==> config.mk <==
export PLATFORM = sky130hd
export DESIGN_NAME = akf_ctrl
export DESIGN_NICKNAME = d
export VERILOG_FILES = /design/src/design/akf_pkg.sv /design/src/design/akf_ctrl.sv
export VERILOG_INCLUDE_DIRS = /design/src /design/src/design
export SDC_FILE = /design/constraint.sdc
export NUM_CORES = 1
export LEC_CHECK = 0
export ABC_CLOCK_PERIOD_IN_PS = 4100
export BUFFER_PORTS_ARGS = -buffer_cell sky130_fd_sc_hd__buf_2
export CAP_MARGIN = 30
export CORE_MARGIN = 2
export CORE_UTILIZATION = 56
export CTS_BUF_LIST = sky130_fd_sc_hd__clkbuf_8 sky130_fd_sc_hd__clkbuf_16
export DETAILED_ROUTE_END_ITERATION = 8
export PLACE_DENSITY = 0.81
export SYNTH_ARGS = -nofsm -noshare
export SYNTH_HDL_FRONTEND = slang
export SYNTH_SLANG_ARGS = --single-unit
==> constraint.sdc <==
create_clock -name clk_i -period 4.1 [get_ports clk_i]
set_clock_uncertainty 0.1 [all_clocks]
set_input_delay 0.205 -clock clk_i [delete_from_list [all_inputs] [get_ports clk_i]]
set_output_delay 0.205 -clock clk_i [all_outputs]
set_load 0.1 [all_outputs]
==> src/design/altitude_kalman_fusion_core_assert.svh <==
// Assertion macros shared by the altitude fusion modules.
`ifndef ALTITUDE_KALMAN_FUSION_CORE_ASSERT_SVH
`define ALTITUDE_KALMAN_FUSION_CORE_ASSERT_SVH

// Implication checked on every clock edge outside reset.
`define AKF_ASSERT_IMP(lbl, clk, rstn, ante, cons) \
  lbl: assert property (@(posedge clk) disable iff (!rstn) (ante) |-> (cons)) \
    else $error("assertion failed");

// Next-cycle implication checked outside reset.
`define AKF_ASSERT_NXT(lbl, clk, rstn, ante, cons) \
  lbl: assert property (@(posedge clk) disable iff (!rstn) (ante) |=> (cons)) \
    else $error("assertion failed");

`endif

==> src/design/akf_pkg.sv <==
// Package: types, constants and fixed-point helpers of the altitude filter.
`default_nettype none
package akf_pkg;

  localparam int FRAC_BITS = 16;
  localparam int DW = 32;
  localparam int CW = 31;
  localparam int DTW = 17;

  localparam logic signed [DW-1:0] SMAX = 32'sh7FFF_FFFF;
  localparam logic signed [DW-1:0] SMIN = 32'sh8000_0000;
  localparam logic signed [DW-1:0] ONE_Q = DW'(64'sd1 <<< FRAC_BITS);
  localparam logic signed [DW-1:0] TEN_Q = DW'(64'sd10 <<< FRAC_BITS);

  localparam logic [1:0] REG_QPOS = 2'd0;
  localparam logic [1:0] REG_QVEL = 2'd1;
  localparam logic [1:0] REG_RBARO = 2'd2;
  localparam logic [1:0] REG_RGPS = 2'd3;
  localparam int CFG_IDX_W = 8;

  localparam logic [CW-1:0] QPOS_RST = 31'd3277;
  localparam logic [CW-1:0] QVEL_RST = 31'd32768;
  localparam logic [CW-1:0] RBARO_RST = 31'd65536;
  localparam logic [CW-1:0] RGPS_RST = 31'd1048576;

  // Datapath micro operations.
  typedef enum logic [4:0] {
    OP_NOP,
    OP_SEED,
    OP_P_ALT,     // alt += mul(spd,dt)
    OP_P_SUM,     // t = sat(p10+p01)
    OP_P_M1,      // a = p00 + mul(dt,t)
    OP_P_DT2,     // t = mul(dt,dt)
    OP_P_M2,      // a += mul(t,p11)
    OP_P_M3,      // t = mul(dt,p11)
    OP_P_FIN,     // commit predict
    OP_U_PREP,    // y, s
    OP_U_DIV0,    // start div p00/s
    OP_U_DIV1,    // start div p10/s
    OP_U_OM,      // om = 1-k0
    OP_U_ALT,
    OP_U_SPD,
    OP_U_C00,
    OP_U_C01,
    OP_U_C10,
    OP_U_C11,
    OP_U_FIN
  } dp_op_e;

  typedef enum logic [3:0] {
    ST_IDLE,
    ST_SEED,
    ST_PRED,
    ST_UPD,
    ST_DIVW,
    ST_UPD2,
    ST_OUT
  } ctl_state_e;

  typedef struct packed {
    dp_op_e op;
    logic   gps_sel;   // 1: GPS measurement in update
    logic   load_in;   // capture the accepted request
  } dp_cmd_t;

  typedef struct packed {
    logic div_busy;
    logic fix;
    logic seeded;
  } dp_sts_t;

  function automatic logic signed [DW-1:0] sat64(input logic signed [63:0] v);
    if (v > 64'(SMAX)) return SMAX;
    if (v < 64'(SMIN)) return SMIN;
    return v[DW-1:0];
  endfunction

  function automatic logic signed [DW-1:0] qadd(input logic signed [DW-1:0] a,
                                                input logic signed [DW-1:0] b);
    return sat64(64'(a) + 64'(b));
  endfunction

  function automatic logic signed [DW-1:0] qsub(input logic signed [DW-1:0] a,
                                                input logic signed [DW-1:0] b);
    return sat64(64'(a) - 64'(b));
  endfunction

  // Round a full product to nearest, halves up, and saturate.
  function automatic logic signed [DW-1:0] qround(input logic signed [63:0] p);
    logic signed [63:0] r;
    r = (p + (64'sd1 <<< (FRAC_BITS - 1))) >>> FRAC_BITS;
    return sat64(r);
  endfunction

endpackage
`default_nettype wire

==> src/design/akf_ctrl.sv <==
// Sequencer that steps the datapath through seed, predict and updates.
`default_nettype none
`include "altitude_kalman_fusion_core_assert.svh"
module akf_ctrl (
  input  wire logic             clk_i,
  input  wire logic             rst_ni,
  input  wire logic             in_valid_i,
  output logic                  in_ready_o,
  output logic                  out_valid_o,
  input  wire logic             out_ready_i,
  input  wire akf_pkg::dp_sts_t sts_i,
  output akf_pkg::dp_cmd_t      cmd_o
);
  akf_pkg::ctl_state_e state_q, state_d;
  akf_pkg::dp_op_e op_q, op_d;
  logic gps_q, gps_d;

  // Next state and micro-op sequence.
  always_comb begin
    state_d = state_q;
    op_d = op_q;
    gps_d = gps_q;
    unique case (state_q)
      akf_pkg::ST_IDLE: if (in_valid_i) state_d = akf_pkg::ST_SEED;
      akf_pkg::ST_SEED: begin
        state_d = akf_pkg::ST_PRED;
        op_d = akf_pkg::OP_P_ALT;
        gps_d = 1'b0;
      end
      akf_pkg::ST_PRED: begin
        if (op_q == akf_pkg::OP_P_FIN) begin
          state_d = akf_pkg::ST_UPD;
          op_d = akf_pkg::OP_U_PREP;
        end else op_d = akf_pkg::dp_op_e'(op_q + 1'b1);
      end
      akf_pkg::ST_UPD: begin
        if (op_q == akf_pkg::OP_U_DIV0 || op_q == akf_pkg::OP_U_DIV1) begin
          state_d = akf_pkg::ST_DIVW;
        end
        if (op_q == akf_pkg::OP_U_FIN) begin
          if (!gps_q && sts_i.fix) begin
            gps_d = 1'b1;
            op_d = akf_pkg::OP_U_PREP;
          end else state_d = akf_pkg::ST_OUT;
        end else op_d = akf_pkg::dp_op_e'(op_q + 1'b1);
      end
      akf_pkg::ST_DIVW: if (!sts_i.div_busy) state_d = akf_pkg::ST_UPD;
      akf_pkg::ST_OUT: if (out_ready_i) state_d = akf_pkg::ST_IDLE;
      default: state_d = akf_pkg::ST_IDLE;
    endcase
  end

  // Command outputs.
  always_comb begin
    cmd_o.op = akf_pkg::OP_NOP;
    cmd_o.gps_sel = gps_q;
    cmd_o.load_in = 1'b0;
    in_ready_o = 1'b0;
    out_valid_o = 1'b0;
    unique case (state_q)
      akf_pkg::ST_IDLE: begin
        in_ready_o = 1'b1;
        cmd_o.load_in = in_valid_i;
      end
      akf_pkg::ST_SEED: if (sts_i.fix && !sts_i.seeded) cmd_o.op = akf_pkg::OP_SEED;
      akf_pkg::ST_PRED, akf_pkg::ST_UPD: cmd_o.op = op_q;
      akf_pkg::ST_OUT: out_valid_o = 1'b1;
      default: ;
    endcase
  end

  always_ff @(posedge clk_i or negedge rst_ni) begin
    if (!rst_ni) begin
      state_q <= akf_pkg::ST_IDLE;
      op_q <= akf_pkg::OP_NOP;
      gps_q <= 1'b0;
    end else begin
      state_q <= state_d;
      op_q <= op_d;
      gps_q <= gps_d;
    end
  end

  `AKF_ASSERT_IMP(a_no_overlap, clk_i, rst_ni, in_ready_o, !out_valid_o)
  `AKF_ASSERT_NXT(a_accept_goes_busy, clk_i, rst_ni, in_valid_i && in_ready_o, !in_ready_o)
  `AKF_ASSERT_IMP(a_gps_only_fix, clk_i, rst_ni, gps_q && state_q == akf_pkg::ST_UPD, sts_i.fix)
endmodule
`default_nettype wire

==> reports/qor.csv <==
metric,value,unit
grt_pass1_vias,574,
synth_top_cells_by_count,"10 x dfrtp_1, 9 x nand2_1, 7 x nor2_1, 4 x inv_1",
grtUsageMet1,28.1,%
rows,13,
grtUsageMet2,35.3,%
h-tree-depth,1,
worstMarginPinSlew,0.569,ns
finalCriticalPeriod,2.29,ns
leakagePower,0.000422,µW
crit_cells,4,
grt.met3_usage,9.44,%
relSlewSlack,61.9,%
reg2regPathDepth,4,
netlist_top_cells_area,"dfrtp_1 34%, ha_1 5.0%, nand2_1 4.5%",
grt_setup_unrepaired,false,
initial_core_util,58.8,%
hpwl,1210,µm
vias,699,
overflow,0,
critPathArrivalTime,1.99,ns
cts_resized,0,
clockBufferDepth,2,
ys_seq_elements,10,
synth_top_area_cell,dfrtp_1,
portBuffers,15,
slew_viol_final,0,
gp_congestion,0.911,
postSynth.asyncResetShare,100,%
outcome,"complete, no violations",
crit_chain,nor2_1 -> nand2_1 -> nor2_1 -> buf_2,
hold_depth,3,
ios,16,
grt_start_max_net_pins,15,
hold_viol,0,
cts-root-buf,clkbuf_8,
path_clk_slew,0.04,ns
dieArea,1640,µm²
coreArea,1270,µm²
syn_to_final_growth,15.9,%
wl_per_cell,14.2,µm
drive_gt1_share,25.3,%
cap_violations,0,
critPathMaxFanout,11,
synth_top_area_share,33.6,%
synthesis.nets,95,
synth_edf_count,0,
worst-endpoint-required,3.80,ns
wl,1620,µm
synth_area_per_cell,8.77,µm²
cp_common_cell,nor2_1,
hp-class,input pin to register,
nets,111,
placed_cells,110,
final_cell_count_no_fill,114,
cts.sinks,10,
cts-buffers-inserted,3,
antenna_found_initial,0,
cp_top_family,simple AND/OR/NAND/NOR gates,
worst_setup_path_end_kind,output pin,
path_class,register to output pin,
yosysMostFrequentCell,dfrtp_1,
fin_util,68.1,%
yosys_warnings,0,
crit_buf_inv,1,
setup_tns,0,ns
power_density,543,nW/µm²
grt_usage,22.8,%
synth_ff_type,dfrtp_1,
synth.distinct_cells,42,
die_y,40.5,µm
ant_nets,0,
grt_pass1_wl,2430,µm
synth.cell_area,746,µm²
finalCritPeriodShare,55.9,%
cp_slowest_stage_delay,0.49,ns
critPathSlowestCell,nor2_1,
peakVddDrop,0.317,mV
vias_per_cell,6.13,
clk_latency,0.24,ns
drc,0,
diodes,0,
grt_busiest_layer,met2,
critPathLaunchType,register,
drt_iter0_drc,35,
die_w,40.5,µm
setup_viol,0,
cts_tree,yes,
first_pass_iters,4,
ys_seq_area_share,33.6,%
timing.fmax,436,MHz
synth_cells,85,
-- flip-flops by register name (all words and copies together), names as in the netlist --
name / flops
op_q: 5
state_q: 4
gps_q: 1
-- kinds of logic (layout without fill, tap and decap cells) --
group / count (synthesis) / in the layout / share of synthesized area (%)
AOI/OAI and AO/OA: 20 / 20 / 19.5
xor gates and xnor gates: 2 / 2 / 2.35
adders and majority gates: 3 / 3 / 5.03
buffers and inverters: 9 / 23 / 5.54
DFF: 10 / 10 / 33.6
muxes: 2 / 2 / 2.85
other: 1 / 1 / 0.503
and+or+nand+nor: 38 / 38 / 30.7
-- final cells by class --
type                       count  area [µm²]
tap                           15        18.8
inverter                       4        15.0
timing repair buffer          16        85.1
fill                         106         404
sequential                    10         250
multi-input combinational     66         454
clock buffer                   3        41.3
-- power breakdown --
part / total [µW] / switching (µW) / internal [µW]
Clock: 100 / 36.3 / 64.1
Combinational: 200 / 135 / 65.6
Sequential: 169 / 51.0 / 118
-- layout by cell type, fill, tap and decap left out, drive strengths merged, types with 3 or more instances in the layout --
cell,count
o21ai,3
clkbuf,3
buf,15
dfrtp,10
nand2,9
a21oi,3
and4bb,3
inv,4
and3,3
nor2,7
ha,3
-- worst min-delay path: stages --
cell	delay [ns]
buf_2	0.09
a2111o_1	0.15
nand2_1	0.06
-- what timing repair did --
action	4_1_cts	5_1_grt
buffers inserted	0	0
hold endpoints to repair	10	0
hold buffers	1	0
-- stage by stage --
stage	setup WS (ns)	hold WS (ns)	instance area (µm²)	total power [µW]
detailed placement	2.08	-0.0220	813	368
global route	1.71	0.217	865	499
floorplan	0.861	-0.191	746	327
global placement	2.09	-0.0222	813	363
finish	1.81	0.213	865	469
CTS	1.82	0.206	865	470
-- final timing paths --
check	slack [ns]	endpoint	startpoint
worst max-delay path	1.81	cmd_o[3]	state_q[3]$_DFFE_PN0P_
worst min-delay path	0.21	state_q[2]$_DFFE_PN0P_	out_ready_i
worst max register to register	2.08	op_q[0]$_DFFE_PN0P_	state_q[3]$_DFFE_PN0P_
worst min register to register	0.49	gps_q$_DFFE_PN0P_	gps_q$_DFFE_PN0P_
max in group asynchronous	3.45	state_q[0]$_DFFE_PN0P_	rst_ni
min in group asynchronous	0.25	op_q[4]$_DFFE_PN0P_	rst_ni
-- layer usage --
layer / part of all wire (%) / wire length (µm) / vias to the layer above
met5: 0 / 0 / -
met4: 0.49 / 8 / 0
met3: 9.1 / 148 / 2
met2: 47 / 768 / 37
met1: 43 / 693 / 320
li1: - / - / 340
Power figures use the tool's default switching activity.
